File: src/rtl/rsq_pkg.sv
`timescale 1ns / 1ps
// ----------------------------------------------------------------------------
// rsq_pkg: shared types and constants of the rotated sprite quad pipeline
// Particle and quad request layouts, config register codes, stage numbering
// and the fixed-point constants of the parabolic sine/cosine approximation.
// ----------------------------------------------------------------------------
package rsq_pkg;

    // pipeline depth and stage numbering
    localparam int NSTAGE    = 8;
    localparam int ST_ANGLE  = 0;  // angle * 2/pi, extents scaled, position offset
    localparam int ST_SQUARE = 1;  // remainder squared
    localparam int ST_CURVE  = 2;  // curvature product
    localparam int ST_TRIG   = 3;  // sine / cosine with quadrant fold
    localparam int ST_PROD   = 4;  // extent x trig partial products
    localparam int ST_TERM   = 5;  // rotated terms
    localparam int ST_DISP   = 6;  // corner displacements
    localparam int ST_CORNER = 7;  // saturated corners

    // scaled extent: 30 x 24 bit product shifted by at least 8 fraction bits
    localparam int SW_W   = 46;
    localparam int TERM_W = 50;
    localparam int D_W    = 51;

    // Q2.30 constants
    localparam logic [29:0]        TWO_OVER_PI_Q30 = 30'd683565276;
    localparam logic signed [31:0] CURVE_Q30       = -32'sd874025845;
    localparam logic signed [31:0] CROSS_Q30       = 32'sd755377373;

    localparam logic [16:0] OPACITY_ONE = 17'h10000;

    typedef enum logic [1:0] {
        CFG_VIEW_X = 2'd0,
        CFG_VIEW_Y = 2'd1,
        CFG_HALF_W = 2'd2,
        CFG_HALF_H = 2'd3
    } t_cfg_idx;

    typedef struct packed {
        logic signed [31:0] view_origin_x;
        logic signed [31:0] view_origin_y;
        logic [29:0]        half_extent_x;
        logic [29:0]        half_extent_y;
    } t_cfg;

    typedef struct packed {
        logic signed [31:0] pos_x;
        logic signed [31:0] pos_y;
        logic signed [31:0] life_left;
        logic [23:0]        size_factor;
        logic signed [31:0] turn_angle;
    } t_particle;

    typedef struct packed {
        logic signed [31:0] corner0_x;
        logic signed [31:0] corner0_y;
        logic signed [31:0] corner1_x;
        logic signed [31:0] corner1_y;
        logic signed [31:0] corner2_x;
        logic signed [31:0] corner2_y;
        logic signed [31:0] corner3_x;
        logic signed [31:0] corner3_y;
        logic [16:0]        opacity;
    } t_quad;

    // per-stage load enables and valid bits
    typedef struct packed {
        logic [NSTAGE-1:0] ld;
        logic [NSTAGE-1:0] vld;
    } t_pipe_ctl;

    typedef struct packed {
        logic signed [31:0] s;
        logic signed [31:0] c;
    } t_trig;

    typedef struct packed {
        logic signed [D_W-1:0] dx0;
        logic signed [D_W-1:0] dy0;
        logic signed [D_W-1:0] dx1;
        logic signed [D_W-1:0] dy1;
    } t_disp;

endpackage

File: src/rtl/rsq_sincos.sv
`timescale 1ns / 1ps
// ----------------------------------------------------------------------------
// rsq_sincos: quadrant-folded parabolic sine and cosine
// Four stages: angle scaling, remainder square, curvature product, then
// the shared term with quadrant swap and sign flips.
// ----------------------------------------------------------------------------
module rsq_sincos #(
    parameter int FRACTION_BITS = 16
) (
    input  logic               i_clk,
    input  rsq_pkg::t_pipe_ctl i_ctl,
    input  logic signed [31:0] i_angle,
    output rsq_pkg::t_trig     o_trig
);
    // angle * 2/pi, Q2.30 constant
    logic signed [62:0] w_ang_ext;
    logic signed [62:0] w_k_ext;
    logic signed [62:0] w_ang_prod;
    logic [31:0]        r_raw;

    assign w_ang_ext  = {{31{i_angle[31]}}, i_angle};
    assign w_k_ext    = 63'(rsq_pkg::TWO_OVER_PI_Q30);
    assign w_ang_prod = w_ang_ext * w_k_ext;

    always_ff @(posedge i_clk) begin
        if (i_ctl.ld[rsq_pkg::ST_ANGLE]) begin
            r_raw <= w_ang_prod[FRACTION_BITS +: 32];
        end
    end

    // remainder minus one half, then squared (Q.30)
    logic signed [29:0] w_r;
    logic signed [59:0] w_rsq;
    logic signed [29:0] r_r1;
    logic [1:0]         r_q1;
    logic [28:0]        r_r2;

    assign w_r   = {~r_raw[29], r_raw[28:0]};
    assign w_rsq = w_r * w_r;

    always_ff @(posedge i_clk) begin
        if (i_ctl.ld[rsq_pkg::ST_SQUARE]) begin
            r_r1 <= w_r;
            r_q1 <= r_raw[31:30];
            r_r2 <= w_rsq[58:30];
        end
    end

    // curvature times r squared, floored to Q.30
    logic signed [63:0] w_cv_ext;
    logic signed [63:0] w_r2_ext;
    logic signed [63:0] w_cv_prod;
    logic signed [29:0] r_r2b;
    logic [1:0]         r_q2;
    logic signed [29:0] r_shp;

    assign w_cv_ext  = {{32{rsq_pkg::CURVE_Q30[31]}}, rsq_pkg::CURVE_Q30};
    assign w_r2_ext  = 64'(r_r2);
    assign w_cv_prod = w_cv_ext * w_r2_ext;

    always_ff @(posedge i_clk) begin
        if (i_ctl.ld[rsq_pkg::ST_CURVE]) begin
            r_r2b <= r_r1;
            r_q2  <= r_q1;
            r_shp <= w_cv_prod[59:30];
        end
    end

    // shared term, swap on odd quadrants, sign by quadrant
    logic signed [31:0] w_shared;
    logic signed [31:0] w_rx;
    logic signed [31:0] w_s0;
    logic signed [31:0] w_c0;
    logic signed [31:0] w_s1;
    logic signed [31:0] w_c1;
    rsq_pkg::t_trig     r_trig;

    always_comb begin
        w_shared = {{2{r_shp[29]}}, r_shp} + rsq_pkg::CROSS_Q30;
        w_rx     = {{2{r_r2b[29]}}, r_r2b};
        w_s0     = w_shared + w_rx;
        w_c0     = w_shared - w_rx;
        if (r_q2[0]) begin
            w_s1 = w_c0;
            w_c1 = w_s0;
        end else begin
            w_s1 = w_s0;
            w_c1 = w_c0;
        end
        if (r_q2[1]) begin
            w_s1 = -w_s1;
        end
        if (r_q2[1] ^ r_q2[0]) begin
            w_c1 = -w_c1;
        end
    end

    always_ff @(posedge i_clk) begin
        if (i_ctl.ld[rsq_pkg::ST_TRIG]) begin
            r_trig.s <= w_s1;
            r_trig.c <= w_c1;
        end
    end

    assign o_trig = r_trig;
endmodule

File: config.mk
export PLATFORM = sky130hd
export DESIGN_NAME = rsq_sincos
export DESIGN_NICKNAME = d
export VERILOG_FILES = /design/src/rtl/rsq_pkg.sv /design/src/rtl/rsq_sincos.sv
export SDC_FILE = /design/constraint.sdc
export NUM_CORES = 2
export LEC_CHECK = 0
export BUFFER_PORTS_ARGS = -buffer_cell sky130_fd_sc_hd__buf_2
export CORE_MARGIN = 2
export CORE_UTILIZATION = 40
export CTS_CLUSTER_DIAMETER = 80
export DETAILED_ROUTE_END_ITERATION = 8
export PLACE_DENSITY_LB_ADDON = 0.08
export SLEW_MARGIN = 30
export SYNTH_ARGS = -nofsm -noshare
export SYNTH_HDL_FRONTEND = slang
export SYNTH_SLANG_ARGS = --single-unit
File: constraint.sdc
create_clock -name i_clk -period 16.8 [get_ports i_clk]
set_clock_uncertainty 0.2 [all_clocks]
set_input_delay 3.36 -clock i_clk [delete_from_list [all_inputs] [get_ports i_clk]]
set_output_delay 3.36 -clock i_clk [all_outputs]
set_load 0.02 [all_outputs]
======== Word-level counts from Yosys, hierarchy flattened ========
Index checks and enable logic that the tools add are counted.
word-level totals
  bits in registers ....................... 219
  input bits .............................. 49
  output and inout port bits .............. 64
  logic and storage cells ................. 23
cells by class
  $add $sub $neg .......................... 5
  multipliers ............................. 3
  multiplexer cells ....................... 4
  bitwise gates (word level) .............. 2
operators by type and width
  kind                    number
  $mux 32                 4
  $neg 32->32             2
  $mul 31x30->60 const A  1
  $mul 30x30->59          1
  $mul 32x29->46 const B  1
  $add 30x31->32 const B  1
  $add 32x30->32          1
  $sub 32x30->32          1
  $not 1->1               1
  $xor 1x1->1             1

======== Logic depth before layout (Yosys ltp) ========
  word-level depth ........................ 5
  depth in mapped cells ................... 33

======== Least setup slack after synthesis ========
Ideal clock, no wire load.
  kind .................................... input -> register
  start ................................... in i_angle[9]
  end ..................................... reg r_raw[31] (data pin)
  data arrival time ....................... 9.252 ns
  required time ........................... 16.340 ns
  setup slack ............................. 7.088 ns
  cell stages on the path ................. 25
  cell sequence ........................... fa_1 > inv_1 > fa_1 > inv_1 > ha_1 > fa_1 > inv_1 > fa_1 > fa_1 > inv_1 > fa_1 > fa_1 > ha_1 > a21o_1 > a21oi_1 > nor2b_1 > nor2_1 > nand3_1 > nor4_1 > nor2_1 > a41o_1 > o211a_1 > o21a_1 > nor2_1 > xnor2_1
between the ends
  word-level cells in the longest chain between the ends .. 1
ends and longest elaborated chain
  what                    RTL line          RTL
  start: declaration      rsq_sincos.sv:12  input logic signed [31:0] i_angle,
  $mul 32x29->46          rsq_sincos.sv:23  assign w_ang_prod = w_ang_ext * w_k_ext;
  via w_ang_prod[47]      rsq_sincos.sv:18  logic signed [62:0] w_ang_prod;
  end signal: assignment  rsq_sincos.sv:27  r_raw <= w_ang_prod[FRACTION_BITS +: 32];
  end: declaration        rsq_sincos.sv:19  logic [31:0] r_raw;
The timed path passes the listed nets, and every way through them passes these cells.
A chain may end at the register's enable or synchronous reset.

======== Worst setup path in the final report ========
  start ................................... in i_angle[14]
  end ..................................... reg r_raw[31] (data pin)
Same word-level chain as after synthesis.

==> impl_metrics.py <==
metrics = {
    "yosys": {
        "mappedNetlistNets": 9774,
        "synthTopCellsByCount": "2413 x sky130_fd_sc_hd__inv_1, 1748 x sky130_fd_sc_hd__fa_1, 778 x sky130_fd_sc_hd__ha_1",
        "netlist_top_cells_area": "sky130_fd_sc_hd__fa_1 48%, sky130_fd_sc_hd__ha_1 13%, sky130_fd_sc_hd__inv_1 13%",
        "number_of_enable_type_register_cells_in_the_synthesized_netlist": 218,
        "post_synthesis_register_bit_count": 218,
        "yosys.cell_types.count": 94,
        "synth_sequential_area_ratio": 0.0906,
        "synth_most_common_cell": "sky130_fd_sc_hd__inv_1",
        "yosysTopAreaCellShare": 0.484,
        "syn_avg_cell_area_um2": 10.0,
        "synthCells": 7199,
        "ys.warnings.count": 0,
        "dominantRegCellSynth": "sky130_fd_sc_hd__edfxtp_1",
        "syn_area_um2": 72300,
        "synth_async_sr_flop_share": 0,
        "synth_top_cell_by_area": "sky130_fd_sc_hd__fa_1",
    },
    "sta": {
        "final.min_clock_period_ns": 10.02,
        "setup_viol": 0,
        "worst_hold_slack_ns": 0.218,
        "hold_viol_final": 0,
        "finalSetupTns_ns": 0,
        "tightestPinTransition_ns": 0.975,
        "maxSlewHeadroom": 0.349,
        "finalMaxSlewViolations": 0,
        "rsz_0062_raised_after_global_routing": "false",
        "fmax_mhz": 99.8,
        "final.period_utilization": 0.596,
    },
    "cts": {
        "ctsResizeCount": 0,
        "total_of_hold_buffers_inserted_after_clock_tree_synthesis": 0,
        "postCtsSetupBuffers": 0,
        "cts.htree.levels": 1,
        "clkSinkCount": 218,
        "clkLatencyLatePin_ns": 0.61,
        "cts_buffer_depth": 3,
        "numCtsBuffers": 29,
        "clk_pin_slew_worst_paths_ns": 0.06,
        "cts_tree": "done",
        "cts.root.buffer_cell": "sky130_fd_sc_hd__clkbuf_16",
    },
    "outcome": {
        "outcome": "completed",
    },
    "worst_setup_path": {
        "path_delay_family": "adder cells",
        "regToRegSetupSlack_ns": 6.87,
        "crit_path_end_kind": "flop",
        "timing.rr.start": "r_raw[5]",
        "critical_path.max_stage_delay_ns": 0.50,
        "critPathMaxFanout": 10,
        "crit_start": "i_angle[14]",
        "cp-start-kind": "input port",
        "worst-path-buf-inv": 5,
        "worst_path_most_repeated_cell": "sky130_fd_sc_hd__fa_1",
        "crit_path_top_delay_cell": "sky130_fd_sc_hd__fa_1",
        "critPathKind": "in2reg",
        "cp_data_required_time_ns": 16.93,
        "arrival_ns": 10.14,
    },
    "placement": {
        "routability_congestion_estimate_from_global_placement": 0.907,
        "half_perimeter_wire_length_after_detailed_placement_mm": 162,
        "placed_area_um2": 75500,
        "number_of_cells_in_the_design_after_placement": 9575,
        "io_buffer_count": 100,
    },
    "global_route": {
        "grt_first_pass_wirelength_mm": 298,
        "grt-ovfl-total": 0,
        "largest_net_degree_at_the_start_of_global_routing": 78,
        "grt_antenna_before_repair": 7,
        "grt_pass1_vias": 51100,
        "grt.total_usage": 0.210,
    },
    "route": {
        "detail-route-antenna-nets": 0,
        "drt_pre_antenna_iters": 7,
        "drt_iter0_drc": 2086,
        "via_count": 45700,
        "avgViaCountPerCell": 4.74,
        "detail_route.drc_violations": 0,
        "drt_wl_total_mm": 186,
        "detail_route.wl_per_cell_um": 19.3,
    },
    "floorplan": {
        "fp.dieH_um": 429,
        "die_area_um2": 184000,
        "die_width_um": 429,
        "starting_utilization_of_the_core_area": 0.401,
        "io_pins": 113,
        "design.core.area_um2": 180000,
        "placement_rows": 156,
    },
    "min_path": {
        "timing.hold.worst.class": "reg2reg",
        "timing.hold.worst.start": "r_r1[19]",
    },
    "layout": {
        "final_layout_size_suffix_gt1_frac": 0.0358,
        "fillCellCount": 17500,
        "synth_to_final_area_change_pct": 5.78,
        "multi_input_area_um2": 56100,
        "final_nets": 9812,
        "final-seq-area_um2": 6550,
        "postLayoutCellArea_um2": 76500,
        "final_non_filler_cells": 9630,
    },
    "job": {
        "cap_violations": 0,
    },
}
-- metal layers --
metal  global-route usage  up-vias  share of wire
li1                     -    21300              -
met1                0.304    23700           0.47
met2                0.353      582           0.48
met3               0.0197      121          0.033
met4               0.0270        2          0.014
met5                    0        -       0.000070
-- cells by family after synthesis --
group,after synthesis,share of synthesized area
adder cells (fa/ha/maj),2526,0.619
XOR/XNOR,279,0.0338
AND/OR/NAND/NOR,1028,0.0681
multiplexers,34,0.00516
AO/OA/AOI/OAI,550,0.0498
flip-flops,218,0.0906
buffers and inverters,2564,0.134
-- worst paths after layout --
kind | to | cells after the start
max | r_raw[31] | 26
min | r_r2b[19] | 0
max reg2reg | r_r2[22] | 31
min reg2reg | r_r2b[19] | 0
-- final cells by class --
class	instances	share of cell area
multi-input cells	4417	0.734
clock buffers	31	0.00959
flip-flops and latches	218	0.0856
diodes	1	0.0000327
clock inverters	22	0.00245
well taps	2370	0.0388
repair buffers	145	0.0109
inverters	2426	0.119
-- state kept, by name (all words and copies together), names as in the netlist --
register  count
o_trig       63
r_r1         30
r_q2          2
r_r2b        30
r_raw        32
r_shp        30
r_r2         29
r_q1          2
-- cells in the final DEF (no fill, tap or decap), types with 101 or more instances in the layout --
cell type / count
sky130_fd_sc_hd__buf_2: 101
sky130_fd_sc_hd__edfxtp_1: 218
sky130_fd_sc_hd__a21oi_1: 166
sky130_fd_sc_hd__inv_1: 2410
sky130_fd_sc_hd__and2_1: 154
sky130_fd_sc_hd__ha_1: 778
sky130_fd_sc_hd__o21ai_0: 111
sky130_fd_sc_hd__nand2_1: 375
sky130_fd_sc_hd__fa_1: 1748
sky130_fd_sc_hd__xnor2_1: 215
sky130_fd_sc_hd__nor2_1: 213
-- per-stage QoR --
| step | utilization | setup WS [ns] |
|---|---|---|
| after floorplan | - | 7.09 |
| after global placement | 0.419 | 6.15 |
| after detailed placement | 0.419 | 6.13 |
| after CTS | 0.424 | 6.15 |
| after global routing | 0.424 | 6.31 |
| final | 0.424 | 6.78 |
Power is not shown: default switching activity piles up to over one toggle a cycle in this logic, so the estimate is an artifact.
