`src/rtl/rsq_pkg.sv`:
```
`timescale 1ns / 1ps
// ----------------------------------------------------------------------------
// rsq_pkg: shared types and constants of the rotated sprite quad pipeline
// Particle and quad request layouts, config register codes, stage numbering
// and the fixed-point constants of the parabolic sine/cosine approximation.
// ----------------------------------------------------------------------------
package rsq_pkg;

    // pipeline depth and stage numbering
    localparam int NSTAGE    = 8;
    localparam int ST_ANGLE  = 0;  // angle * 2/pi, extents scaled, position offset
    localparam int ST_SQUARE = 1;  // remainder squared
    localparam int ST_CURVE  = 2;  // curvature product
    localparam int ST_TRIG   = 3;  // sine / cosine with quadrant fold
    localparam int ST_PROD   = 4;  // extent x trig partial products
    localparam int ST_TERM   = 5;  // rotated terms
    localparam int ST_DISP   = 6;  // corner displacements
    localparam int ST_CORNER = 7;  // saturated corners

    // scaled extent: 30 x 24 bit product shifted by at least 8 fraction bits
    localparam int SW_W   = 46;
    localparam int TERM_W = 50;
    localparam int D_W    = 51;

    // Q2.30 constants
    localparam logic [29:0]        TWO_OVER_PI_Q30 = 30'd683565276;
    localparam logic signed [31:0] CURVE_Q30       = -32'sd874025845;
    localparam logic signed [31:0] CROSS_Q30       = 32'sd755377373;

    localparam logic [16:0] OPACITY_ONE = 17'h10000;

    typedef enum logic [1:0] {
        CFG_VIEW_X = 2'd0,
        CFG_VIEW_Y = 2'd1,
        CFG_HALF_W = 2'd2,
        CFG_HALF_H = 2'd3
    } t_cfg_idx;

    typedef struct packed {
        logic signed [31:0] view_origin_x;
        logic signed [31:0] view_origin_y;
        logic [29:0]        half_extent_x;
        logic [29:0]        half_extent_y;
    } t_cfg;

    typedef struct packed {
        logic signed [31:0] pos_x;
        logic signed [31:0] pos_y;
        logic signed [31:0] life_left;
        logic [23:0]        size_factor;
        logic signed [31:0] turn_angle;
    } t_particle;

    typedef struct packed {
        logic signed [31:0] corner0_x;
        logic signed [31:0] corner0_y;
        logic signed [31:0] corner1_x;
        logic signed [31:0] corner1_y;
        logic signed [31:0] corner2_x;
        logic signed [31:0] corner2_y;
        logic signed [31:0] corner3_x;
        logic signed [31:0] corner3_y;
        logic [16:0]        opacity;
    } t_quad;

    // per-stage load enables and valid bits
    typedef struct packed {
        logic [NSTAGE-1:0] ld;
        logic [NSTAGE-1:0] vld;
    } t_pipe_ctl;

    typedef struct packed {
        logic signed [31:0] s;
        logic signed [31:0] c;
    } t_trig;

    typedef struct packed {
        logic signed [D_W-1:0] dx0;
        logic signed [D_W-1:0] dy0;
        logic signed [D_W-1:0] dx1;
        logic signed [D_W-1:0] dy1;
    } t_disp;

endpackage

```
`src/rtl/rsq_corner.sv`:
```
`timescale 1ns / 1ps
// ----------------------------------------------------------------------------
// rsq_corner: view offset, opacity and saturated quad corners
// Offset position and clamped opacity are formed at entry, delayed to meet
// the displacements, then the four corners are added and saturated.
// ----------------------------------------------------------------------------
module rsq_corner #(
    parameter int FRACTION_BITS = 16
) (
    input  logic               i_clk,
    input  rsq_pkg::t_pipe_ctl i_ctl,
    input  logic signed [31:0] i_view_x,
    input  logic signed [31:0] i_view_y,
    input  logic signed [31:0] i_pos_x,
    input  logic signed [31:0] i_pos_y,
    input  logic signed [31:0] i_life,
    input  rsq_pkg::t_disp     i_disp,
    output rsq_pkg::t_quad     o_quad
);
    localparam int D_W   = rsq_pkg::D_W;
    localparam int SUM_W = D_W + 1;
    localparam int ONE_F = 1 << FRACTION_BITS;

    // clamp a wide sum to the signed 32 bit range
    function automatic logic signed [31:0] sat32(input logic signed [SUM_W-1:0] v);
        logic same;
        same = (v[SUM_W-1:31] == '0) || (v[SUM_W-1:31] == '1);
        if (same) begin
            return v[31:0];
        end else if (v[SUM_W-1]) begin
            return 32'sh8000_0000;
        end else begin
            return 32'sh7fff_ffff;
        end
    endfunction

    // entry: offset position, life clamp to [0, one]
    logic signed [32:0] w_px;
    logic signed [32:0] w_py;
    logic [24:0]        w_life;
    logic [40:0]        w_opac_wide;

    assign w_px = {i_pos_x[31], i_pos_x} - {i_view_x[31], i_view_x};
    assign w_py = {i_pos_y[31], i_pos_y} - {i_view_y[31], i_view_y};

    always_comb begin
        if (i_life[31]) begin
            w_life = '0;
        end else if (i_life > 32'(ONE_F)) begin
            w_life = 25'(ONE_F);
        end else begin
            w_life = i_life[24:0];
        end
        w_opac_wide = {w_life, 16'b0} >> FRACTION_BITS;
    end

    // delay line to the displacement stage
    logic signed [32:0] r_px   [rsq_pkg::ST_ANGLE:rsq_pkg::ST_DISP];
    logic signed [32:0] r_py   [rsq_pkg::ST_ANGLE:rsq_pkg::ST_DISP];
    logic [16:0]        r_opac [rsq_pkg::ST_ANGLE:rsq_pkg::ST_DISP];

    always_ff @(posedge i_clk) begin
        if (i_ctl.ld[rsq_pkg::ST_ANGLE]) begin
            r_px[rsq_pkg::ST_ANGLE]   <= w_px;
            r_py[rsq_pkg::ST_ANGLE]   <= w_py;
            r_opac[rsq_pkg::ST_ANGLE] <= w_opac_wide[16:0];
        end
        for (int k = rsq_pkg::ST_ANGLE + 1; k <= rsq_pkg::ST_DISP; k++) begin
            if (i_ctl.ld[k]) begin
                r_px[k]   <= r_px[k-1];
                r_py[k]   <= r_py[k-1];
                r_opac[k] <= r_opac[k-1];
            end
        end
    end

    // corners: p + d0, p + d1, p - d0, p - d1
    logic signed [SUM_W-1:0] w_px_e, w_py_e;
    logic signed [SUM_W-1:0] w_dx0, w_dy0, w_dx1, w_dy1;
    rsq_pkg::t_quad          r_quad;

    assign w_px_e = {{(SUM_W-33){r_px[rsq_pkg::ST_DISP][32]}}, r_px[rsq_pkg::ST_DISP]};
    assign w_py_e = {{(SUM_W-33){r_py[rsq_pkg::ST_DISP][32]}}, r_py[rsq_pkg::ST_DISP]};
    assign w_dx0  = {i_disp.dx0[D_W-1], i_disp.dx0};
    assign w_dy0  = {i_disp.dy0[D_W-1], i_disp.dy0};
    assign w_dx1  = {i_disp.dx1[D_W-1], i_disp.dx1};
    assign w_dy1  = {i_disp.dy1[D_W-1], i_disp.dy1};

    always_ff @(posedge i_clk) begin
        if (i_ctl.ld[rsq_pkg::ST_CORNER]) begin
            r_quad.corner0_x <= sat32(w_px_e + w_dx0);
            r_quad.corner0_y <= sat32(w_py_e + w_dy0);
            r_quad.corner1_x <= sat32(w_px_e + w_dx1);
            r_quad.corner1_y <= sat32(w_py_e + w_dy1);
            r_quad.corner2_x <= sat32(w_px_e - w_dx0);
            r_quad.corner2_y <= sat32(w_py_e - w_dy0);
            r_quad.corner3_x <= sat32(w_px_e - w_dx1);
            r_quad.corner3_y <= sat32(w_py_e - w_dy1);
            r_quad.opacity   <= r_opac[rsq_pkg::ST_DISP];
        end
    end

    assign o_quad = r_quad;
endmodule

```
`config.mk`:
```
export PLATFORM = sky130hd
export DESIGN_NAME = rsq_corner
export DESIGN_NICKNAME = d
export VERILOG_FILES = /design/src/rtl/rsq_pkg.sv /design/src/rtl/rsq_corner.sv
export SDC_FILE = /design/constraint.sdc
export NUM_CORES = 2
export LEC_CHECK = 0
export ABC_CLOCK_PERIOD_IN_PS = 6600
export BUFFER_PORTS_ARGS = -buffer_cell sky130_fd_sc_hd__buf_2
export CAP_MARGIN = 20
export CORE_MARGIN = 3
export CORE_UTILIZATION = 55
export DETAILED_ROUTE_END_ITERATION = 16
export HOLD_SLACK_MARGIN = 0.15
export PLACE_DENSITY = 0.72
export SLEW_MARGIN = 20
export SYNTH_ARGS = -nofsm -noshare
export SYNTH_HDL_FRONTEND = slang
export SYNTH_SLANG_ARGS = --single-unit
```
`constraint.sdc`:
```
create_clock -name i_clk -period 6.6 [get_ports i_clk]
set_input_delay 0.99 -clock i_clk [delete_from_list [all_inputs] [get_ports i_clk]]
set_output_delay 0.99 -clock i_clk [all_outputs]
set_load 0.005 [all_outputs]
```
# [Yosys cells after proc, flatten, opt, wreduce, memory -nomap -nowiden]
# Memory sizes are Yosys's and may differ from the RTL's. A register that Yosys moved wholly into a read port is not among the register bits.
# Cells that the tools add are included.
[word_totals] ff_bits=256 ram_bits=581 inputBits=381 n_memories=3
[classes] addsub=10 n_lt_le_gt_ge=1 n_eq_ne=8 muxes=32 reduce_logical=16
[mem_list] name="r_px" depth=7 width=33 rd=7 rd_ports_with_merged_regs=0 wr=7 line_no="rsq_corner.sv:58" source="logic signed [32:0] r_px [rsq_pkg::ST_ANGLE:rsq_pkg::ST_DISP];"
[mem_list] name="r_py" depth=7 width=33 rd=7 rd_ports_with_merged_regs=0 wr=7 line_no="rsq_corner.sv:59" source="logic signed [32:0] r_py [rsq_pkg::ST_ANGLE:rsq_pkg::ST_DISP];"
[mem_list] name="r_opac" depth=7 width=17 rd=7 rd_ports_with_merged_regs=1 wr=7 line_no="rsq_corner.sv:60" source="logic [16:0] r_opac [rsq_pkg::ST_ANGLE:rsq_pkg::ST_DISP];"
[ops] cell="$mux W32" n=16
[ops] cell="$add A33 B51 Y52" n=4
[ops] cell="$sub A33 B51 Y52" n=4
[ops] cell="$eq A21 B21 Y1 const B" n=8
[ops] cell="$logic_not A21 Y1" n=8
[ops] cell="$sub A32 B32 Y33" n=2
[ops] cell="$mux W17" n=2
[ops] cell="$gt A32 B18 Y1 const B" n=1
[ops] cell="$mux W1" n=14
[ops] cell="$logic_or A1 B1 Y1" n=8

# [Longest topological paths before layout]
# An unclocked memory read counts as a cell.
[depth] depth_word=5 ltp_mapped=19 depth_no_buf=17

# [Least setup slack after synthesis]
# OpenSTA, ideal clock, no wires.
[synth_timing] path_kind="reg-to-reg" startpoint="memory r_px[6][32]" endpoint="register r_quad (netlist bit o_quad[251]), data pin" setup_ps=279 arrival_time_ps=5268 setup_slack_ps=1052 path_stages_with_launch=18 n_path_buf=3 path_cell_list="edfxtp_1 -> ha_1 -> buf_2 -> nand2b_1 -> a21o_1 -> a2111oi_0 -> nor3_1 -> o311ai_1 -> a2111oi_2 -> o211ai_2 -> nand2_1 -> or4b_1 -> or4_1 -> nor3_2 -> or2_1 -> buf_4 -> buf_6 -> a21oi_1"
[synth_rtl] element="start: declaration" line_no="rsq_corner.sv:58"
[synth_rtl] element="end: declaration" line_no="rsq_corner.sv:80" source="rsq_pkg::t_quad r_quad;"

==> out/results.ini <==
[clocking]
clkLatencyLatePin_ns=0.68
numCtsBuffers=81
ctsHoldBuffers=0
cts_buffer_depth=3
cts_resized=0
cts.sink_count=854
cts_tree=done
path_clk_slew_ns=0.06
cts_setup_buffers=0
cts-root-buf=clkbuf_16
htreeDepth=3

[setup_path]
path_class=reg -> reg
start_kind=flop
crit_fanout=31
cp_data_required_time_ns=6.95
arrival_ns=6.28
cp-end-kind=flop

[placed_design]
place_ws_ns=0.5297
dpl.hpwl_mm=149.7
dp_cells=7739
postPlaceCellArea_sq_um=62780
io_buffers=645
gp_congestion=1.018

[worst_hold_path]
hp-class=reg -> reg

[sta]
fin_ws_ns=0.6704
relSlewSlack_pct=29.56
rsz0062_at_grt=false
final-max-slew-violation-count=0
setup_tns_ns=0
max_slew.worst_pin.slew_ns=1.057
finalCritPeriodShare_pct=89.84
period_minus_slack_ns=5.930
fmax_mhz=168.6
finalSetupViolations=0
hold_slack_ns=0.4083
skew_ns=0.04874
hold_viol_final=0

[logic_synthesis]
async_flop_share_pct=0
ys_warn_count=0
yosys.area_share.simple_pct=13.98
yosysSeqAreaShare_pct=44.21
synth_xor_area_share_pct=5.856
syn_inst=5869
synthMuxAreaShare_pct=0.7981
ys.flop_type=edfxtp_1
syn_area_per_cell_sq_um=9.883
synth_nets=6732
synth-compound-area-share_pct=19.42
synth_edf_count=854
syn_area_sq_um=58000
synth_top_family_by_area=compound AO/OA/AOI/OAI gates
synthAdderAreaFrac_pct=10.53
ys_ff_latch=854
synthDistinctLibCells=101

[pwr]
p_clk_share_pct=29.2
fin_total_pwr_mw=15.63
power_frac_comb_pct=27.4
p_seq_share_pct=43.4
static-leakage-power_nw=26.56
vdd_ir_drop_max_mv=0.2706
power.density_nw_per_um2=238.7
internal_power_mw=10.59
switching_share_pct=32.25
power_switching_mw=5.040

[detailed_routing]
drt-total-wl_mm=189.3
ant_nets=0
vias=48717
drc_errors=0
drtIter0Drc=5197
viasPerCell=6.157
firstDrtPassIters=8
routedWlPerCell_microns=23.92

[final_layout]
post-route-util_pct=62.88
fin_cells=7912
layout-drive-gt1-share_pct=14.70
nets=7305
layout_commonest_cell=edfxtp_1
syn_to_final_growth_pct=12.84
final_area_sq_um=65450
final_cell_mix=edfxtp_1 (854), a21oi_1 (653), buf_2 (637)

[die]
die_y_microns=330.8
row_count=118
io-pin-count=654
die_area_sq_um=109400
die_w_microns=330.8
start_util_pct=55.73
core_sq_um=104100

[grt]
antenna_found_initial=38
grt_max_degree=139
grt_pass1_vias=45185
overflow=0
grt_pass1_wl_mm=278.4
grt_usage_pct=33.52

[run_status]
status=completed

[run]
maxCapViolCount=0

## cell usage after synthesis, drive strengths merged, types with 39 or more instances
cell | number | share of area, %
ha | 472 | 10
and2 | 43 | 0.46
nor4 | 108 | 1.2
edfxtp | 854 | 44
xnor2 | 325 | 4.9
nor2b | 78 | 0.84
a211oi | 51 | 0.69
clkbuf | 158 | 1.0
nand2b | 72 | 0.78
a21oi | 655 | 5.7
o21a | 47 | 0.61
o211ai | 42 | 0.55
o21bai | 96 | 1.2
nand2 | 310 | 2.0
inv | 505 | 3.3
buf | 100 | 0.90
and3 | 39 | 0.42
xor2 | 62 | 0.94
nor3 | 142 | 1.3
a21o | 173 | 2.2
a31oi | 64 | 0.69
nor2 | 421 | 2.7
mux2i | 44 | 0.76
o31ai | 59 | 0.79
o21ai | 251 | 2.2
nand4 | 96 | 1.0
nand3 | 99 | 0.85
o311ai | 52 | 0.79
## metal layers
layer,GRT usage [%],vias up,share of wire [%]
met3,7.643,319,9.5
met1,46.79,23396,43
met4,12.50,4,3.7
met5,0,-,0.013
met2,51.13,2127,44
li1,-,22871,-
## worst max-delay path, stage by stage (launching register included)
cell      delay [ns]
edfxtp_1        0.56
inv_1           0.29
ha_1            0.25
inv_1           0.06
fa_1            0.41
a211oi_1        0.27
o21bai_1        0.11
a21oi_1         0.38
o21ai_1         0.34
a311oi_1        0.73
a21o_1          0.22
nand2_1         0.06
xnor2_1         0.46
nand3_1         0.16
nor4_1          0.27
nand4_1         0.19
o31ai_4         0.20
buf_4           0.39
a21oi_1         0.22
## registers in the layout (all words and copies together) (netlist names)
name,cells
r_px,231
r_py,231
o_quad,273
r_opac,119
## layout make-up
class	instances	area (sq um)
Fill cell	8582	38630
Multi-Input combinational cell	4250	29410
Sequential cell	854	25640
Timing Repair Buffer	748	4104
Clock buffer	96	2083
Inverter	507	1903
Tap cell	1380	1727
Clock inverter	47	501.7
Antenna cell	30	75.07
## power by group through the flow
| stage | registers (mW) | logic (mW) | clock network, mW |
|---|---|---|---|
| after floorplan | 6.80 | 2.64 | 0 |
| after global placement | 6.87 | 4.12 | 0 |
| after detailed placement | 6.89 | 4.14 | 0 |
| after CTS | 6.79 | 4.18 | 4.65 |
| after global routing | 6.81 | 4.63 | 4.85 |
| final | 6.79 | 4.28 | 4.56 |
## kinds of logic (layout without fill, tap and decap cells)
kind of cell,Yosys count,after routing
AOI/OAI and AO/OA,1743,1743
xor gates and xnor gates,387,387
adders and majority gates,482,482
buffers and inverters,765,1398
DFF,854,854
muxes,46,46
other,0,30
and+or+nand+nor,1592,1592
## final timing paths
path	depth (start not counted)	from	slack, ns	to
max	18	r_px[6][0]	0.67	o_quad[79]
min	0	r_opac[6][1]	0.41	o_quad[1]
max reg2reg	18	r_px[6][0]	0.67	o_quad[79]
min reg2reg	0	r_opac[6][1]	0.41	o_quad[1]
No activity file was read; power rests on OpenSTA's default activity.
