[config.mk]
export PLATFORM = sky130hd
export DESIGN_NAME = rsq_pipe_ctl
export DESIGN_NICKNAME = d
export VERILOG_FILES = /design/src/rtl/rsq_pkg.sv /design/src/rtl/rsq_pipe_ctl.sv
export SDC_FILE = /design/constraint.sdc
export NUM_CORES = 1
export LEC_CHECK = 0
export BUFFER_PORTS_ARGS = -buffer_cell sky130_fd_sc_hd__buf_2
export CORE_AREA = 2 2 39 41
export CTS_CLUSTER_DIAMETER = 40
export DETAILED_ROUTE_END_ITERATION = 10
export DIE_AREA = 0 0 41 43
export MAX_ROUTING_LAYER = met4
export PLACE_DENSITY_LB_ADDON = 0.1
export SYNTH_ARGS = -nofsm -noshare
export SYNTH_HDL_FRONTEND = slang
export SYNTH_SLANG_ARGS = --single-unit
[constraint.sdc]
create_clock -name i_clk -period 1.2 [get_ports i_clk]
set_input_delay 0.06 -clock i_clk [delete_from_list [all_inputs] [get_ports i_clk]]
set_output_delay 0.06 -clock i_clk [all_outputs]
set_load 0.02 [all_outputs]
[src/rtl/rsq_pkg.sv]
`timescale 1ns / 1ps
// ----------------------------------------------------------------------------
// rsq_pkg: shared types and constants of the rotated sprite quad pipeline
// Particle and quad request layouts, config register codes, stage numbering
// and the fixed-point constants of the parabolic sine/cosine approximation.
// ----------------------------------------------------------------------------
package rsq_pkg;

    // pipeline depth and stage numbering
    localparam int NSTAGE    = 8;
    localparam int ST_ANGLE  = 0;  // angle * 2/pi, extents scaled, position offset
    localparam int ST_SQUARE = 1;  // remainder squared
    localparam int ST_CURVE  = 2;  // curvature product
    localparam int ST_TRIG   = 3;  // sine / cosine with quadrant fold
    localparam int ST_PROD   = 4;  // extent x trig partial products
    localparam int ST_TERM   = 5;  // rotated terms
    localparam int ST_DISP   = 6;  // corner displacements
    localparam int ST_CORNER = 7;  // saturated corners

    // scaled extent: 30 x 24 bit product shifted by at least 8 fraction bits
    localparam int SW_W   = 46;
    localparam int TERM_W = 50;
    localparam int D_W    = 51;

    // Q2.30 constants
    localparam logic [29:0]        TWO_OVER_PI_Q30 = 30'd683565276;
    localparam logic signed [31:0] CURVE_Q30       = -32'sd874025845;
    localparam logic signed [31:0] CROSS_Q30       = 32'sd755377373;

    localparam logic [16:0] OPACITY_ONE = 17'h10000;

    typedef enum logic [1:0] {
        CFG_VIEW_X = 2'd0,
        CFG_VIEW_Y = 2'd1,
        CFG_HALF_W = 2'd2,
        CFG_HALF_H = 2'd3
    } t_cfg_idx;

    typedef struct packed {
        logic signed [31:0] view_origin_x;
        logic signed [31:0] view_origin_y;
        logic [29:0]        half_extent_x;
        logic [29:0]        half_extent_y;
    } t_cfg;

    typedef struct packed {
        logic signed [31:0] pos_x;
        logic signed [31:0] pos_y;
        logic signed [31:0] life_left;
        logic [23:0]        size_factor;
        logic signed [31:0] turn_angle;
    } t_particle;

    typedef struct packed {
        logic signed [31:0] corner0_x;
        logic signed [31:0] corner0_y;
        logic signed [31:0] corner1_x;
        logic signed [31:0] corner1_y;
        logic signed [31:0] corner2_x;
        logic signed [31:0] corner2_y;
        logic signed [31:0] corner3_x;
        logic signed [31:0] corner3_y;
        logic [16:0]        opacity;
    } t_quad;

    // per-stage load enables and valid bits
    typedef struct packed {
        logic [NSTAGE-1:0] ld;
        logic [NSTAGE-1:0] vld;
    } t_pipe_ctl;

    typedef struct packed {
        logic signed [31:0] s;
        logic signed [31:0] c;
    } t_trig;

    typedef struct packed {
        logic signed [D_W-1:0] dx0;
        logic signed [D_W-1:0] dy0;
        logic signed [D_W-1:0] dx1;
        logic signed [D_W-1:0] dy1;
    } t_disp;

endpackage

[src/rtl/rsq_pipe_ctl.sv]
`timescale 1ns / 1ps
// ----------------------------------------------------------------------------
// rsq_pipe_ctl: pipeline valid bits and stall control
// A stage loads when it is empty or the stage after it moves, so bubbles
// are squeezed out and a stalled output only holds the stages behind it.
// ----------------------------------------------------------------------------
module rsq_pipe_ctl (
    input  logic                i_clk,
    input  logic                i_rst_n,
    input  logic                i_in_valid,
    input  logic                i_out_ready,
    output logic                o_in_ready,
    output logic                o_out_valid,
    output rsq_pkg::t_pipe_ctl  o_ctl
);
    localparam int N = rsq_pkg::NSTAGE;

    logic [N-1:0] r_vld;
    logic [N-1:0] n_vld;
    logic [N-1:0] w_rdy;

    // ready chain from the output back to the input
    always_comb begin
        w_rdy[N-1] = !r_vld[N-1] || i_out_ready;
        for (int k = N - 2; k >= 0; k--) begin
            w_rdy[k] = !r_vld[k] || w_rdy[k+1];
        end
    end

    // valid bits move with the data
    always_comb begin
        n_vld = r_vld;
        if (w_rdy[0]) begin
            n_vld[0] = i_in_valid;
        end
        for (int k = 1; k < N; k++) begin
            if (w_rdy[k]) begin
                n_vld[k] = r_vld[k-1];
            end
        end
    end

    always_ff @(posedge i_clk) begin
        if (!i_rst_n) begin
            r_vld <= '0;
        end else begin
            r_vld <= n_vld;
        end
    end

    assign o_in_ready  = w_rdy[0];
    assign o_out_valid = r_vld[N-1];
    assign o_ctl.ld    = w_rdy;
    assign o_ctl.vld   = r_vld;
endmodule

Yosys cells after proc, flatten, opt, wreduce, memory -nomap -nowiden
Index checks and enable logic that the tools add are counted.
Widths: inputs -> output; s select.

storage, ports and cells
  memories kept = 0
  flip-flop bits (word level) = 8
  output and inout port bits = 18
  ROM bits = 0
  latch bits = 0
  RAM bits = 0

cells by class
  bitwise logic cells = 0
  multiply operators = 0
  $add $sub $neg = 0
  equality and inequality tests = 0
  $lt $le $gt $ge = 0
  multiplexer cells = 0
  reductions and logical operators = 16
  shift-type cells = 0
  divide/modulo/power cells = 0

operators by type and width
  cell              count
  $logic_not 1->1   8
  $logic_or 1x1->1  8

Logic depth before layout (Yosys ltp)
Gate-level depths: netlist of the first run.

  depth in word-level cells = 9
  mapped depth = 5
  mapped depth without buffers = 4

Worst setup path before layout of the first run
Ideal clock, no wire load.

  path type = reg-to-output
  start point = reg r_vld[6]
  end point = out o_ctl[8] (netlist bit)
  slack = -0.312 ns
  arrival time = 1.452 ns
  buffers on the path = 1
  cell stages (with the launch flop) = 6
  path through = dfxtp_1 -> and4b_4 -> inv_2 -> nor2_2 -> nand3_1 -> buf_4

RTL lines
  what                    line                text
  start, declared         rsq_pipe_ctl.sv:18  logic [N-1:0] r_vld;
  start signal, assigned  rsq_pipe_ctl.sv:47  r_vld <= n_vld;
  end, declared           rsq_pipe_ctl.sv:14  output rsq_pkg::t_pipe_ctl o_ctl

Worst setup path in the final report of the first run
  start point = reg r_vld[7]
  end point = out o_in_ready

on the way
  cells in the longest elaborated chain, start to end = 9

ends and longest elaborated chain
  what                            line                text
  $logic_not 1->1                 rsq_pipe_ctl.sv:24  w_rdy[N-1] = !r_vld[N-1] || i_out_ready;
  $logic_or 1x1->1                rsq_pipe_ctl.sv:24
  $logic_or 1x1->1 (7 in series)  rsq_pipe_ctl.sv:26  w_rdy[k] = !r_vld[k] || w_rdy[k+1];
  end, declared                   rsq_pipe_ctl.sv:12  output logic o_in_ready,

No other way between the ends.

==> impl_metrics.csv, run 1 <==
group,metric,value,unit
run_status,status,"complete, but fails checks",
run_status,violations,"setup timing",
logic_synthesis,synth_common_cells,"dfxtp_1, o21a_1, inv_1, nand2_1",
logic_synthesis,yosys.area.top_type,"dfxtp_1",
logic_synthesis,yosys-top-cells-area,"dfxtp_1, o21a_1, buf_4",
logic_synthesis,synth.ff_latch_count,8,
logic_synthesis,yosys_warnings,0,
floorplanning,ios,22,
logic_synthesis,synth.most_common_cell,"dfxtp_1",
clocking,clkLatencyLatePin,250,ps
drt,drt_iter0_drc,1,
logic_synthesis,synth_flop_cell,"dfxtp_1",
clocking,h-tree-depth,1,
place,gp_congestion,0.660,
worst_setup_path,max_stage_delay,340,ps
drt,dr_total_vias,345,
finish,regMostFlops,"r_vld",
logic_synthesis,synth_top_cell_area_share,0.465,
worst_setup_path,crit_path_end_kind,"output port",
worst_setup_path,critPathRequiredTime,1140,ps
worst_setup_path,endpoint,"o_in_ready",
worst_setup_path,setup.worst_path.start,"r_vld[7]$_SDFFE_PN0P_",
drt,wl_per_cell,9.71,um
sta,min_period_over_period,1.12,
worst_setup_path,crit_family,"simple AND/OR/NAND/NOR gates",
finish,reg_top3,"r_vld: 8 flops",
sta,setup_viol,6,
global_routing,grt_first_pass_wirelength,1200,um
finish,post_route_cells_drive_above_1_share,0.688,
worst_setup_path,path_cells,"and4b_4 -> inv_4 -> nor2_4 -> nand3_4 -> buf_6",
drt,firstDrtPassIters,2,
finish,nNetsFinal,69,
logic_synthesis,netlist_instances,38,
sta,fmax,0.746,GHz
clocking,cts_max_path_buffers,2,
sta,max-slew-margin-rel,0.841,
logic_synthesis,synth.distinct_cells,18,
worst_setup_path,critPathBufInv,2,
finish,n_antenna_cell,0,
floorplanning,die_w,41,um
worst_setup_path,critPathSlowestCell,"dfxtp_4",
sta,finalCriticalPeriod,1340,ps
run,cap_violations,0,
drt,drc,0,
finish,fill_cells,162,
sta,worst_clock_skew,3.28,ps
clocking,cts_root_buffer,"clkbuf_4",
hold_path,hold_path_startpoint,"i_in_valid",
worst_setup_path,rr_startpoint,"r_vld[7]$_SDFFE_PN0P_",
place,pre_cts_ws,89.6,ps
clocking,clock-sinks,8,
worst_setup_path,rrSetupSlack,70,ps
finish,largest_register_ffs,8,
worst_setup_path,r2r_end,"r_vld[6]$_SDFFE_PN0P_",
power_and_ir_drop,leakagePower,0.268,nW
place,port_buffers,21,
sta,final.setup.worst_slack,-141,ps
finish,syn_to_final_growth,68.7,%
clocking,ctsHoldBuffers,0,
floorplanning,dieHeight,43,um
global_routing,antenna_found_initial,0,
logic_synthesis,syn_area_per_cell,9.05,um2
sta,rsz0062_at_grt,"yes",
place,dp_hpwl,559,um
global_routing,grt_usage,0.107,
worst_setup_path,worstSetupPathType,"reg2out",
worst_setup_path,crit_cells,5,
sta,setup_tns,-667,ps
sta,final_hold_viol_count,0,
clocking,cts_tree,"built",
clocking,cts_buffers,3,
sta,slew_violations,0,
worst_setup_path,critPathArrivalTime,1280,ps
global_routing,grt_pass1_vias,283,
drt,viasPerCell,4.31,
power_and_ir_drop,irDropWorstVdd,0.000497,V
logic_synthesis,syn_nets,42,
drt,drt-total-wl,777,um
drt,ant_nets,0,
logic_synthesis,async_reset_ff_frac,0,
worst_setup_path,reg2regPathDepth,5,
power_and_ir_drop,pwr_density_cell,897,mW/mm2
logic_synthesis,syn-cell-area,344,um2
floorplanning,design.core.area,0.00138,mm2
logic_synthesis,synth_edf_count,0,
worst_setup_path,crit_path_start_kind,"register",
floorplanning,die-area,0.00176,mm2
sta,worst_pin_slew,238,ps
floorplanning,initial_core_util,0.249,
floorplanning,rows,14,
global_routing,grt_max_degree,11,
worst_setup_path,cp_max_fo,3,
global_routing,overflow,0,
finish,final_util,0.420,
logic_synthesis,ys_seq_area_frac,0.465,
clocking,clk_pin_slew_worst_paths,60,ps
hold_path,worstHoldPathType,"in2reg",
-- worst register-to-register path: cells and delay by family (launching register included) --
kind	cells	cell delay (ps)
buffers and inverters	2	270
flip-flops	1	330
AND/OR/NAND/NOR	2	270
AO/OA/AOI/OAI	1	150
-- timing repair --
action                                  CTS  global route
setup buffers                             3             1
gates resized for setup                   8             9
endpoints found under the setup margin    6             8
pin swaps                                 2             3
-- layout by cell type (no fill, tap or decap) --
cell,synthesis,layout
buf_2,0,15
buf_4,2,5
dfxtp_2,0,2
o21ai_2,1,1
dfxtp_1,8,4
a21oi_1,1,1
and2b_2,0,1
nand3_4,0,1
nor2b_1,1,1
nor2_4,0,1
inv_4,0,1
nand3_1,2,1
nor3_4,0,1
dfxtp_4,0,2
inv_1,4,2
nand2_1,4,3
inv_2,2,3
o21a_1,5,5
and3_1,1,1
a22o_1,1,1
clkbuf_1,1,1
buf_6,0,5
nand2_2,0,1
and4b_4,1,1
and2_2,1,1
clkbuf_4,0,3
-- layout make-up --
class | instances | area [um2] | share of cell area
sequential | 8 | 170 | 0.293
timing repair buffer | 25 | 169 | 0.291
inverter | 6 | 25.0 | 0.0431
multi-input combinational | 21 | 170 | 0.293
clock buffer | 4 | 26.3 | 0.0453
tap | 16 | 20.0 | 0.0345
-- worst min path at each step --
| stage | depth (start not counted) | endpoint | slack [ps] |
|---|---|---|---|
| 2_1_floorplan | 1 | r_vld[0]$_SDFFE_PN0P_ | 190 |
| 3_3_place_gp | 2 | r_vld[0]$_SDFFE_PN0P_ | 280 |
| 3_5_place_dp | 2 | r_vld[0]$_SDFFE_PN0P_ | 300 |
| 4_1_cts | 2 | r_vld[0]$_SDFFE_PN0P_ | 20 |
| 5_1_grt | 2 | r_vld[0]$_SDFFE_PN0P_ | 40 |
| 6_report | 2 | r_vld[0]$_SDFFE_PN0P_ | 30 |
-- layer usage --
layer	track usage	share of wire	vias up	wire (um)
met5	-	0	-	0
met4	0.100	0.010	0	8
met3	0.0314	0.073	2	57
met2	0.138	0.52	17	402
met1	0.124	0.40	154	309
li1	-	-	172	-
-- cell families (layout without fill, tap and decap cells) --
kind of cell,Yosys count,after routing,synth area share
DFF,8,8,0.465
and+or+nand+nor,13,13,0.240
AOI/OAI and AO/OA,8,8,0.175
buffers and inverters,9,35,0.120
-- metrics by stage --
step / std cells / power, mW / cell area, um2 / hold WS (ps)
6_report: 80 / 0.520 / 581 / 27.8
5_1_grt: 80 / 0.557 / 581 / 39.5
4_1_cts: 79 / 0.531 / 551 / 20.6
3_5_place_dp: 72 / 0.309 / 478 / 295
3_3_place_gp: 72 / 0.309 / 478 / 277
2_1_floorplan: 38 / 0.297 / 375 / 193
-- power breakdown --
group / leakage, nW / internal (mW) / switching (mW)
clock network: 0.0150 / 0.127 / 0.0899
registers: 0.0676 / 0.267 / 0.00644
logic: 0.185 / 0.0133 / 0.0168
total: 0.268 / 0.407 / 0.113
(Power assumes the default switching activity.)
==> inputs of run 2 (changes only) <==
--- a/config.mk
+++ b/config.mk
@@ -12,6 +12,8 @@
 export DIE_AREA = 0 0 41 43
 export MAX_ROUTING_LAYER = met4
 export PLACE_DENSITY_LB_ADDON = 0.1
+export SKIP_CTS_REPAIR_TIMING = 1
+export SLEW_MARGIN = 20
 export SYNTH_ARGS = -nofsm -noshare
 export SYNTH_HDL_FRONTEND = slang
 export SYNTH_SLANG_ARGS = --single-unit
==> run 2 against run 1 <==
Effect of this change: the run still ends with setup timing left; worst hold slack barely moved; die area did not move; sequential share of layout area rose by 1.7 points; sequential cell count did not move; global-route usage fell by 0.83 points; sequential power barely moved; non-clock buffer count fell by 2; count of clock-buffer cells in the layout did not move; register-to-register slack improved by 20 ps; critical path depth did not move; via count fell by 4.9%; fmax fell by 2.8%; highest routed layer unchanged.
==> impl_metrics.csv, run 2 (synthesis gave the netlist of run 1 again) <==
group,metric,value,unit
run_status,status,"complete, but fails checks",
run_status,violations,"setup timing",
worst_setup_path,critPathRequiredTime,1140,ps
hold_path,worstHoldPathType,"in2reg",
floorplanning,die-area,0.00176,mm2
finish,post_route_cells_drive_above_1_share,0.613,
finish,stdcell_count,78,
place,pre_cts_ws,89.6,ps
clocking,cts_root_buffer,"clkbuf_4",
sta,setup_viol,6,
power_and_ir_drop,p_clk_frac,0.417,
power_and_ir_drop,total_power,520,uW
floorplanning,design.core.area,0.00138,mm2
clocking,clk_pin_slew_worst_paths,60,ps
sta,slew_violations,0,
place,dp_hpwl,559,um
drt,firstDrtPassIters,1,
drt,dr_total_vias,328,
worst_setup_path,cp_max_fo,4,
global_routing,grt_max_degree,11,
clocking,clkLatencyLatePin,250,ps
drt,drt_iter0_drc,0,
drt,viasPerCell,4.21,
finish,layout_commonest_cell,"buf_2",
drt,drc,0,
place,dp.cells,72,
clocking,cts_tree,"built",
worst_setup_path,critPathArrivalTime,1320,ps
drt,dr_wl_met2,325,um
global_routing,overflow,0,
finish,largest_register_ffs,8,
power_and_ir_drop,p_int,407,uW
finish,final_cell_mix,"buf_2, o21a_1, inv_1, nand2_1, dfxtp_1",
sta,setup_tns,-846,ps
worst_setup_path,crit_path_start_kind,"register",
power_and_ir_drop,power_frac_comb,0.057,
power_and_ir_drop,swShare,0.217,
sta,worst_clock_skew,3.86,ps
clocking,cts_max_path_buffers,2,
drt,drt-total-wl,706,um
clocking,cts_buffers,3,
finish,regMostFlops,"r_vld",
power_and_ir_drop,leakagePower,0.248,nW
floorplanning,rows,14,
sta,final_hold_viol_count,0,
run,cap_violations,0,
finish,syn_to_final_growth,59.6,%
sta,worst_pin_slew,221,ps
global_routing,antenna_found_initial,0,
clocking,clock-sinks,8,
global_routing,grt_pass1_vias,261,
power_and_ir_drop,irDropWorstVdd,0.000496,V
global_routing,grt_usage,0.0982,
finish,reg_top3,"r_vld: 8 flops",
floorplanning,dieHeight,43,um
place,port_buffers,21,
finish,n_antenna_cell,0,
sta,final.setup.worst_slack,-180,ps
sta,finalCriticalPeriod,1380,ps
floorplanning,die_w,41,um
global_routing,grt_first_pass_wirelength,1090,um
sta,fmax,0.725,GHz
drt,ant_nets,0,
power_and_ir_drop,pwr_density_cell,946,mW/mm2
drt,wl_per_cell,9.05,um
worst_setup_path,worstSetupPathType,"reg2out",
power_and_ir_drop,seqPwrFrac,0.527,
sta,whs,27.9,ps
finish,nNetsFinal,67,
drt,highest_layer,"met4",
clocking,h-tree-depth,1,
sta,rsz0062_at_grt,"yes",
place,gp_congestion,0.660,
drt,wl_met3,82,um
power_and_ir_drop,p_switching,113,uW
sta,max-slew-margin-rel,0.852,
drt,met1_length,291,um
floorplanning,ios,22,
floorplanning,initial_core_util,0.249,
worst_setup_path,crit_path_end_kind,"output port",
sta,min_period_over_period,1.15,
## run 2: cell types whose count changed in the layout (fill, tap and decap cells not counted), sizes merged
cell,delta
buf,-2
## run 2: path summary, 6_finish.rpt
| check | start | end | slack (ps) | depth (start not counted) |
|---|---|---|---|---|
| worst min-delay path | i_in_valid | r_vld[0]$_SDFFE_PN0P_ | 30 | 2 |
| worst max register to register | r_vld[7]$_SDFFE_PN0P_ | r_vld[0]$_SDFFE_PN0P_ | 90 | 5 |
| worst min register to register | r_vld[2]$_SDFFE_PN0P_ | r_vld[3]$_SDFFE_PN0P_ | 470 | 2 |
| worst max-delay path | r_vld[7]$_SDFFE_PN0P_ | o_in_ready | -180 | 5 |
## run 2: routing by layer
metal	up-vias	global-route usage
met3	2	0.0314
met5	-	-
li1	169	-
met2	17	0.125
met4	0	0.100
met1	140	0.111
## run 2: area by class of cell
cell class              count  area [um2]
multi-input cells          21         166
fillers                   161         835
repair buffers             23         141
well taps                  16        20.0
clock buffers               4        26.3
flip-flops and latches      8         170
inverters                   6        25.0
## run 2: critical path: stages (launching register included)
cell and delay, ps:
dfxtp_4 350, and4b_4 270, inv_4 50, nor2_4 160, nand3_4 100, buf_6 140
## run 2: power groups by stage
| stage | Combinational [mW] | Clock [mW] | Sequential, mW |
|---|---|---|---|
| 6_report | 0.0294 | 0.217 | 0.274 |
| 2_1_floorplan | 0.0116 | 0 | 0.285 |
| 4_1_cts | 0.0296 | 0.227 | 0.274 |
| 5_1_grt | 0.0320 | 0.249 | 0.275 |
| 3_5_place_dp | 0.0297 | 0 | 0.279 |
| 3_3_place_gp | 0.0293 | 0 | 0.280 |
## run 2: per-stage QoR
step / utilization / cell area, um2
after global routing: 0.397 / 549
after global placement: 0.345 / 478
after floorplan: - / 375
final: 0.397 / 549
after CTS: 0.364 / 504
after detailed placement: 0.345 / 478
